<file path="src/rtl/core/ordered_list_table_engine_assert.svh">
// assertion macros for the ordered list table engine
// used by files that check their own logic; needs clk and rst_n in scope
`ifndef ORDERED_LIST_TABLE_ENGINE_ASSERT_SVH
`define ORDERED_LIST_TABLE_ENGINE_ASSERT_SVH

// generic form with explicit clock and reset
`define OLTE_ASSERT_ON(lbl, ck, rstn, prop, msg) \
  lbl: assert property (@(posedge ck) disable iff (!(rstn)) (prop)) else $error(msg);

// usual form on the block clock and reset
`define OLTE_ASSERT(lbl, prop, msg) \
  `OLTE_ASSERT_ON(lbl, clk, rst_n, prop, msg)

`endif

</file>
<file path="src/rtl/core/olte_pkg.sv">
// shared types and constants for the ordered list table engine
// no dependencies
package olte_pkg;

  localparam int DEPTH_DEF     = 16;
  localparam int VALUE_W       = 32;
  localparam int ENTRY_COUNT_W = 5;

  typedef enum logic [1:0] {
    FN_APPEND = 2'd0,
    FN_INSERT = 2'd1,
    FN_DELETE = 2'd2,
    FN_SEARCH = 2'd3
  } func_t;

  typedef enum logic [1:0] {
    ST_DONE      = 2'd0,
    ST_NOT_FOUND = 2'd1,
    ST_FULL      = 2'd2
  } status_t;

  // broadcast to every cell in the execute cycle
  typedef struct packed {
    logic                      exec;
    logic                      full;
    func_t                     func;
    logic signed [VALUE_W-1:0] value;
  } cell_ctl_t;

  // prefix flags rippling from head to tail
  typedef struct packed {
    logic match;
    logic greater;
  } chain_t;

endpackage

</file>
<file path="src/rtl/core/olte_cell.sv">
// one position of the ordered list: holds an entry, compares it with the operand
// and shifts towards head or tail; depends on olte_pkg
module olte_cell
  import olte_pkg::*;
#(
  parameter int IDX = 0,
  parameter int CW  = 5
) (
  input  logic                      clk,
  input  cell_ctl_t                 ctl,
  input  logic [CW-1:0]             count,
  input  logic signed [VALUE_W-1:0] left_entry,
  input  logic signed [VALUE_W-1:0] right_entry,
  input  chain_t                    chain_in,
  output chain_t                    chain_out,
  output logic signed [VALUE_W-1:0] entry
);

  logic signed [VALUE_W-1:0] entry_r;
  logic signed [VALUE_W-1:0] entry_nxt;
  logic                      occ;
  logic                      eq;
  logic                      gt;

  assign occ = (CW'(IDX) < count);
  assign eq  = occ && (entry_r == ctl.value);
  assign gt  = occ && (entry_r > ctl.value);

  assign chain_out.match   = chain_in.match | eq;
  assign chain_out.greater = chain_in.greater | gt;
  assign entry             = entry_r;

  always_comb begin
    entry_nxt = entry_r;
    case (ctl.func)
      FN_APPEND: begin
        // free positions take the word; only the one at the tail counts
        if (!ctl.full && !occ) begin
          entry_nxt = ctl.value;
        end
      end
      FN_INSERT: begin
        if (!ctl.full) begin
          if (chain_in.greater) begin
            entry_nxt = left_entry;
          end else if (gt || !occ) begin
            entry_nxt = ctl.value;
          end
        end
      end
      FN_DELETE: begin
        if (chain_in.match || eq) begin
          entry_nxt = right_entry;
        end
      end
      default: begin
        entry_nxt = entry_r;
      end
    endcase
  end

  always_ff @(posedge clk) begin
    if (ctl.exec) begin
      entry_r <= entry_nxt;
    end
  end

endmodule

</file>
<file path="src/rtl/core/ordered_list_table_engine.sv">
// ordered list table engine: a word is taken when start is high and busy low,
// busy stays high for one execute cycle, and the result strobe follows in the cycle after it
// no new word is taken while busy is high; the limit is the compare and prefix ripple
// through the row of cells in the execute cycle; the result cannot be stalled
// synchronous active-low reset clears the count and control flags, entries stay unwritten
// top level of the row of olte_cell instances; depends on olte_pkg and the assert header
`include "ordered_list_table_engine_assert.svh"
module ordered_list_table_engine
  import olte_pkg::*;
#(
  parameter int DEPTH = DEPTH_DEF
) (
  input  logic                            clk,
  input  logic                            rst_n,
  input  logic                            start,
  output logic                            busy,
  input  logic [1:0]                      in_func,
  input  logic signed [VALUE_W-1:0]       in_value,
  output logic                            out_strobe,
  output logic [1:0]                      out_status,
  output logic                            out_found,
  output logic [ENTRY_COUNT_W-1:0]        out_entry_count
);

  localparam int CW = $clog2(DEPTH + 1);

  logic                      busy_r;
  logic                      out_strobe_r;
  logic [CW-1:0]             count_r;
  logic [CW-1:0]             count_nxt;
  func_t                     func_r;
  logic signed [VALUE_W-1:0] value_r;
  status_t                   status_r;
  status_t                   status_nxt;
  logic                      found_r;
  logic                      full;
  logic                      found;
  cell_ctl_t                 ctl;

  logic signed [VALUE_W-1:0] entry  [DEPTH];
  chain_t                    chain  [DEPTH+1];

  assign full = (count_r == CW'(DEPTH));

  assign ctl.exec  = busy_r;
  assign ctl.full  = full;
  assign ctl.func  = func_r;
  assign ctl.value = value_r;

  assign chain[0] = '{match: 1'b0, greater: 1'b0};

  for (genvar i = 0; i < DEPTH; i++) begin : g_cell
    logic signed [VALUE_W-1:0] left_e;
    logic signed [VALUE_W-1:0] right_e;
    if (i == 0) begin : g_head
      assign left_e = value_r;
    end else begin : g_mid
      assign left_e = entry[i-1];
    end
    if (i == DEPTH - 1) begin : g_tail
      assign right_e = entry[i];
    end else begin : g_body
      assign right_e = entry[i+1];
    end
    olte_cell #(
      .IDX (i),
      .CW  (CW)
    ) u_cell (
      .clk         (clk),
      .ctl         (ctl),
      .count       (count_r),
      .left_entry  (left_e),
      .right_entry (right_e),
      .chain_in    (chain[i]),
      .chain_out   (chain[i+1]),
      .entry       (entry[i])
    );
  end

  assign found = chain[DEPTH].match;

  always_comb begin
    count_nxt  = count_r;
    status_nxt = ST_DONE;
    unique case (func_r) inside
      FN_APPEND, FN_INSERT: begin
        if (full) begin
          status_nxt = ST_FULL;
        end else begin
          count_nxt = count_r + CW'(1);
        end
      end
      FN_DELETE: begin
        if (found) begin
          count_nxt = count_r - CW'(1);
        end else begin
          status_nxt = ST_NOT_FOUND;
        end
      end
      default: begin
        status_nxt = found ? ST_DONE : ST_NOT_FOUND;
      end
    endcase
  end

  always_ff @(posedge clk) begin
    if (!rst_n) begin
      busy_r       <= 1'b0;
      out_strobe_r <= 1'b0;
      count_r      <= '0;
    end else begin
      out_strobe_r <= busy_r;
      if (busy_r) begin
        busy_r  <= 1'b0;
        count_r <= count_nxt;
      end else if (start) begin
        busy_r <= 1'b1;
      end
    end
  end

  // operand and result words carry no reset
  always_ff @(posedge clk) begin
    if (start && !busy_r) begin
      func_r  <= func_t'(in_func);
      value_r <= in_value;
    end
    if (busy_r) begin
      status_r <= status_nxt;
      found_r  <= found;
    end
  end

  assign busy            = busy_r;
  assign out_strobe      = out_strobe_r;
  assign out_status      = status_r;
  assign out_found       = found_r;
  assign out_entry_count = ENTRY_COUNT_W'(count_r);

  `OLTE_ASSERT(a_exec_gives_result, busy_r |=> out_strobe_r && !busy_r, "execute cycle without result")
  `OLTE_ASSERT(a_count_in_range, count_r <= CW'(DEPTH), "count beyond depth")
  `OLTE_ASSERT(a_full_only_when_full, out_strobe_r && status_r == ST_FULL |-> count_r == CW'(DEPTH), "full status with room left")
  `OLTE_ASSERT(a_not_found_flag, out_strobe_r && status_r == ST_NOT_FOUND |-> !found_r, "not found status with found set")

endmodule

</file>
<file path="config.mk">
export PLATFORM = sky130hd
export DESIGN_NAME = ordered_list_table_engine
export DESIGN_NICKNAME = d
export VERILOG_FILES = /design/src/rtl/core/olte_pkg.sv /design/src/rtl/core/olte_cell.sv /design/src/rtl/core/ordered_list_table_engine.sv
export VERILOG_INCLUDE_DIRS = /design/src /design/src/rtl/core
export SDC_FILE = /design/constraint.sdc
export NUM_CORES = 2
export LEC_CHECK = 0
export BUFFER_PORTS_ARGS = -buffer_cell sky130_fd_sc_hd__clkbuf_2
export CAP_MARGIN = 20
export CORE_ASPECT_RATIO = 1.2
export CORE_UTILIZATION = 65
export DETAILED_ROUTE_END_ITERATION = 10
export PLACE_DENSITY = 0.82
export SETUP_SLACK_MARGIN = 0.1
export SLEW_MARGIN = 20
export SYNTH_ARGS = -nofsm -noshare
export SYNTH_HDL_FRONTEND = slang
export SYNTH_SLANG_ARGS = --single-unit
</file>
<file path="constraint.sdc">
create_clock -name clk -period 21.1 [get_ports clk]
set_input_delay 3.165 -clock clk [delete_from_list [all_inputs] [get_ports clk]]
set_output_delay 3.165 -clock clk [all_outputs]
set_load 0.005 [all_outputs]
</file>
==> qor.txt <==
Status = finished, final reports clean
TritonCTS clock tree = done
Peak supply drop = 0.00005470 V
Layout net count = 4336
Max-slew violation count = 0
Clock sinks = 556
Leak = 16.97 nW
Ys flop type = edfxtp_1
Routed wire length per instance = 28.73 um
Die area = 62440 um^2
CP Buf/Inv Count = 2
Post-route clock skew = 0.02309 ns
Slowest-stage cell, CP = o31ai_4
Syn avg cell area = 10.37 um^2
Slew @ Worst Pin = 1.257 ns
Max Clk Rate = 145.4 MHz
Gate power share = 22.1%
CP required = 21.61 ns
Post-synth EDFFs = 549
Largest net degree at the start of global routing = 170
Period utilization = 32.59%
Fin crit period = 6.876 ns
GRT Overall Usage = 41.70%
Via Count = 35540
Final Wtd Congestion = 0.9805
Initial antenna violation count = 0
Num CTS Buffers = 59
Die width = 228.3 um
DRC Markers = 0
Final ANT Viol Nets = 0
CTS root buf = clkbuf_16
Yosys warning count = 0
Setup_tns = 0 ns
Total wire length = 133100 um
Power Density = 73.81 nW/um^2
Hold EP = g_cell[15].u_cell.entry[9]
Hold Path Depth = 1
CP delay by family, top = simple AND/OR/NAND/NOR gates
Die Y = 273.5 um
Cell area after synthesis = 39940 um^2
Overflow after GRT = 0
DR pass1 iterations = 7
Worst R2R End = g_cell[13].u_cell.entry[8]
Hold Slack = 0.5946 ns
Area growth from synthesis to layout = 7.729%
Max-Slew Margin vs Limit = 15.91%
Post-DP HPWL = 94770 um
PortBufs = 46
Crit path max fanout = 18
Hold Path Origin = g_cell[14].u_cell.entry[9]
FF+latch count, synth = 556
Via density = 7.669
Layout cell share with drive strength beyond 1 = 7.819%
R2R cell count = 13
Post-synthesis net count = 4410
Final Hold Viols = 0
Register area = 16630 um^2
Worst skew pair latency = 0.65 ns
Crit. End Element = flop
Vias in the first global route = 34249
Clock slew at reported path FFs = 0.06 ns
R2R Setup Slk = 14.22 ns
NetSw = 984.8 uW
Arrival time at the worst endpoint = 7.38 ns
Netlist cell types = 96
RSZ-0062 raised after global routing = false
Final setup fails = 0
Pint = 2.191 mW
Reg-to-Reg Start = g_cell[0].left_e[14]
Clock share of power = 35.0%
Row Count = 99
First-pass GRT wire length = 200300 um
Placeable Area = 60820 um^2
Seq pwr share = 43.0%
CP startpoint kind = flop
WS Path Type = reg -> reg
FILL cells = 4414
Multi-input combinational cell area = 22120 um^2
Cells along the critical path = inv_1 > ha_1 > nand4_1 > or4_1 > nor4_2 > a41oi_1 > mux2i_1 > or2_2 > and4b_1 > nand3_1 > o31ai_4 > buf_4 > a221o_1
Post-CTS Hold Buffers = 0
DR iter-0 viols = 5309
Hold/Removal Path Class = reg -> reg
Post-synthesis cell count = 3853
Seq/Total Area, Yosys = 41.63%
Number of I/O pins = 47
Post-CTS Repair Setup Buffers = 0
Post-cts sizing count = 0
Starting Density = 65.67%
Max Cap Viol = 0
H-tree Lvls = 2
Sw Ratio = 31.01%
Ys async rst share = 0%
Max clock buf depth = 3
CP max stage delay = 1.01 ns
[state kept, by name, summed over array words and instances (netlist names)]
name and flops:
busy 1, g_cell.u_cell.entry 512, out_entry_count 5, func_r 2, out_status 2, out_found 1, g_cell.left_e 32, out_strobe 1
[cell type report]
type / count / area share (%)
inverter: 97 / 0.8521
clock buffer: 70 / 3.626
multi-input combinational: 2933 / 51.40
clock inverter: 36 / 0.9800
sequential: 556 / 38.64
antenna: 2 / 0.01163
timing repair buffer: 132 / 2.137
tap: 808 / 2.350
[power groups by stage]
stage	combinational (mW)	clock, mW	sequential, mW
after detailed placement	0.669	0	1.38
after floorplan	0.482	0	1.35
after global routing	0.750	1.14	1.37
final	0.701	1.11	1.36
after global placement	0.649	0	1.38
after CTS	0.675	1.10	1.36
[placed cells by master (no fill, tap or decap), types with 29 or more instances in the layout]
master	count
a32oi_1	32
a22oi_1	147
clkbuf_2	46
a21o_1	61
a31oi_1	50
inv_1	95
nand4_1	96
a21oi_1	214
o21ai_0	254
o2bb2ai_1	74
a211oi_1	35
nand3_1	114
mux2_1	29
a221o_1	198
edfxtp_1	549
nor3_1	47
nor2_1	125
buf_4	82
clkbuf_16	61
nand2_1	345
ha_1	517
and3_1	202
[cells in the mapped netlist (all sizes together), types with 11 or more instances]
| cell type | instances | share of area [%] |
|---|---|---|
| nand2b | 20 | 0.31 |
| nand2 | 346 | 3.3 |
| and4 | 16 | 0.35 |
| mux2 | 34 | 0.96 |
| o2bb2ai | 74 | 1.6 |
| nand3b | 16 | 0.30 |
| nor2 | 130 | 1.3 |
| a32oi | 32 | 0.70 |
| a211oi | 39 | 0.76 |
| edfxtp | 549 | 41 |
| a21o | 62 | 1.2 |
| nor3 | 51 | 0.70 |
| nor2b | 21 | 0.33 |
| a31oi | 54 | 0.88 |
| buf | 55 | 0.87 |
| a21oi | 221 | 2.8 |
| clkbuf | 212 | 2.0 |
| a221oi | 14 | 0.32 |
| o211ai | 27 | 0.52 |
| a22oi | 147 | 2.8 |
| and2 | 11 | 0.17 |
| ha | 520 | 16 |
| o21a | 16 | 0.30 |
| and3 | 203 | 3.2 |
| o21ai | 262 | 3.4 |
| o22ai | 20 | 0.31 |
| o221ai | 15 | 0.33 |
| o31ai | 13 | 0.28 |
| inv | 97 | 0.91 |
| nand4 | 97 | 1.5 |
| nor4 | 23 | 0.38 |
| a221o | 198 | 5.0 |
| nand3 | 115 | 1.5 |
[how the worst max path moves through the flow]
stage / end / from / cells after the start / slack (ns)
after floorplan: g_cell[3].u_cell.entry[0] / g_cell[0].left_e[15] / 14 / 11.86
after global placement: g_cell[13].u_cell.entry[14] / g_cell[0].left_e[14] / 13 / 14.74
after detailed placement: g_cell[13].u_cell.entry[2] / g_cell[0].left_e[14] / 13 / 14.56
after CTS: g_cell[13].u_cell.entry[8] / g_cell[0].left_e[14] / 13 / 14.52
after global routing: g_cell[13].u_cell.entry[11] / g_cell[0].left_e[14] / 13 / 13.92
final: g_cell[13].u_cell.entry[8] / g_cell[0].left_e[14] / 13 / 14.22
[through the flow]
step | util (%) | instance area, um^2 | setup slack, ns | total power [mW] | instances
global placement | 67.35 | 40960 | 14.74 | 2.030 | 4523
global route | 70.73 | 43020 | 13.92 | 3.260 | 4632
floorplan | - | 39940 | 11.86 | 1.836 | 3853
detailed placement | 67.35 | 40960 | 14.56 | 2.052 | 4523
finish | 70.74 | 43030 | 14.22 | 3.175 | 4634
CTS | 70.61 | 42950 | 14.52 | 3.139 | 4629
[cell families after synthesis]
group | synth area share (%)
AOI/OAI and AO/OA | 22.97
and+or+nand+nor | 13.91
muxes | 1.209
buffers and inverters | 3.775
DFF | 41.63
adders and majority gates | 16.29
xor gates and xnor gates | 0.2193
[routing by layer]
layer | up-vias | part of all wire, % | GRT usage, %
met3 | 626 | 11 | 6.792
li1 | 15336 | - | -
met4 | 0 | 8.4 | 32.21
met2 | 2701 | 45 | 66.07
met1 | 16877 | 35 | 51.27
met5 | - | 0 | 0
No activity file was read; power rests on OpenSTA's default activity.
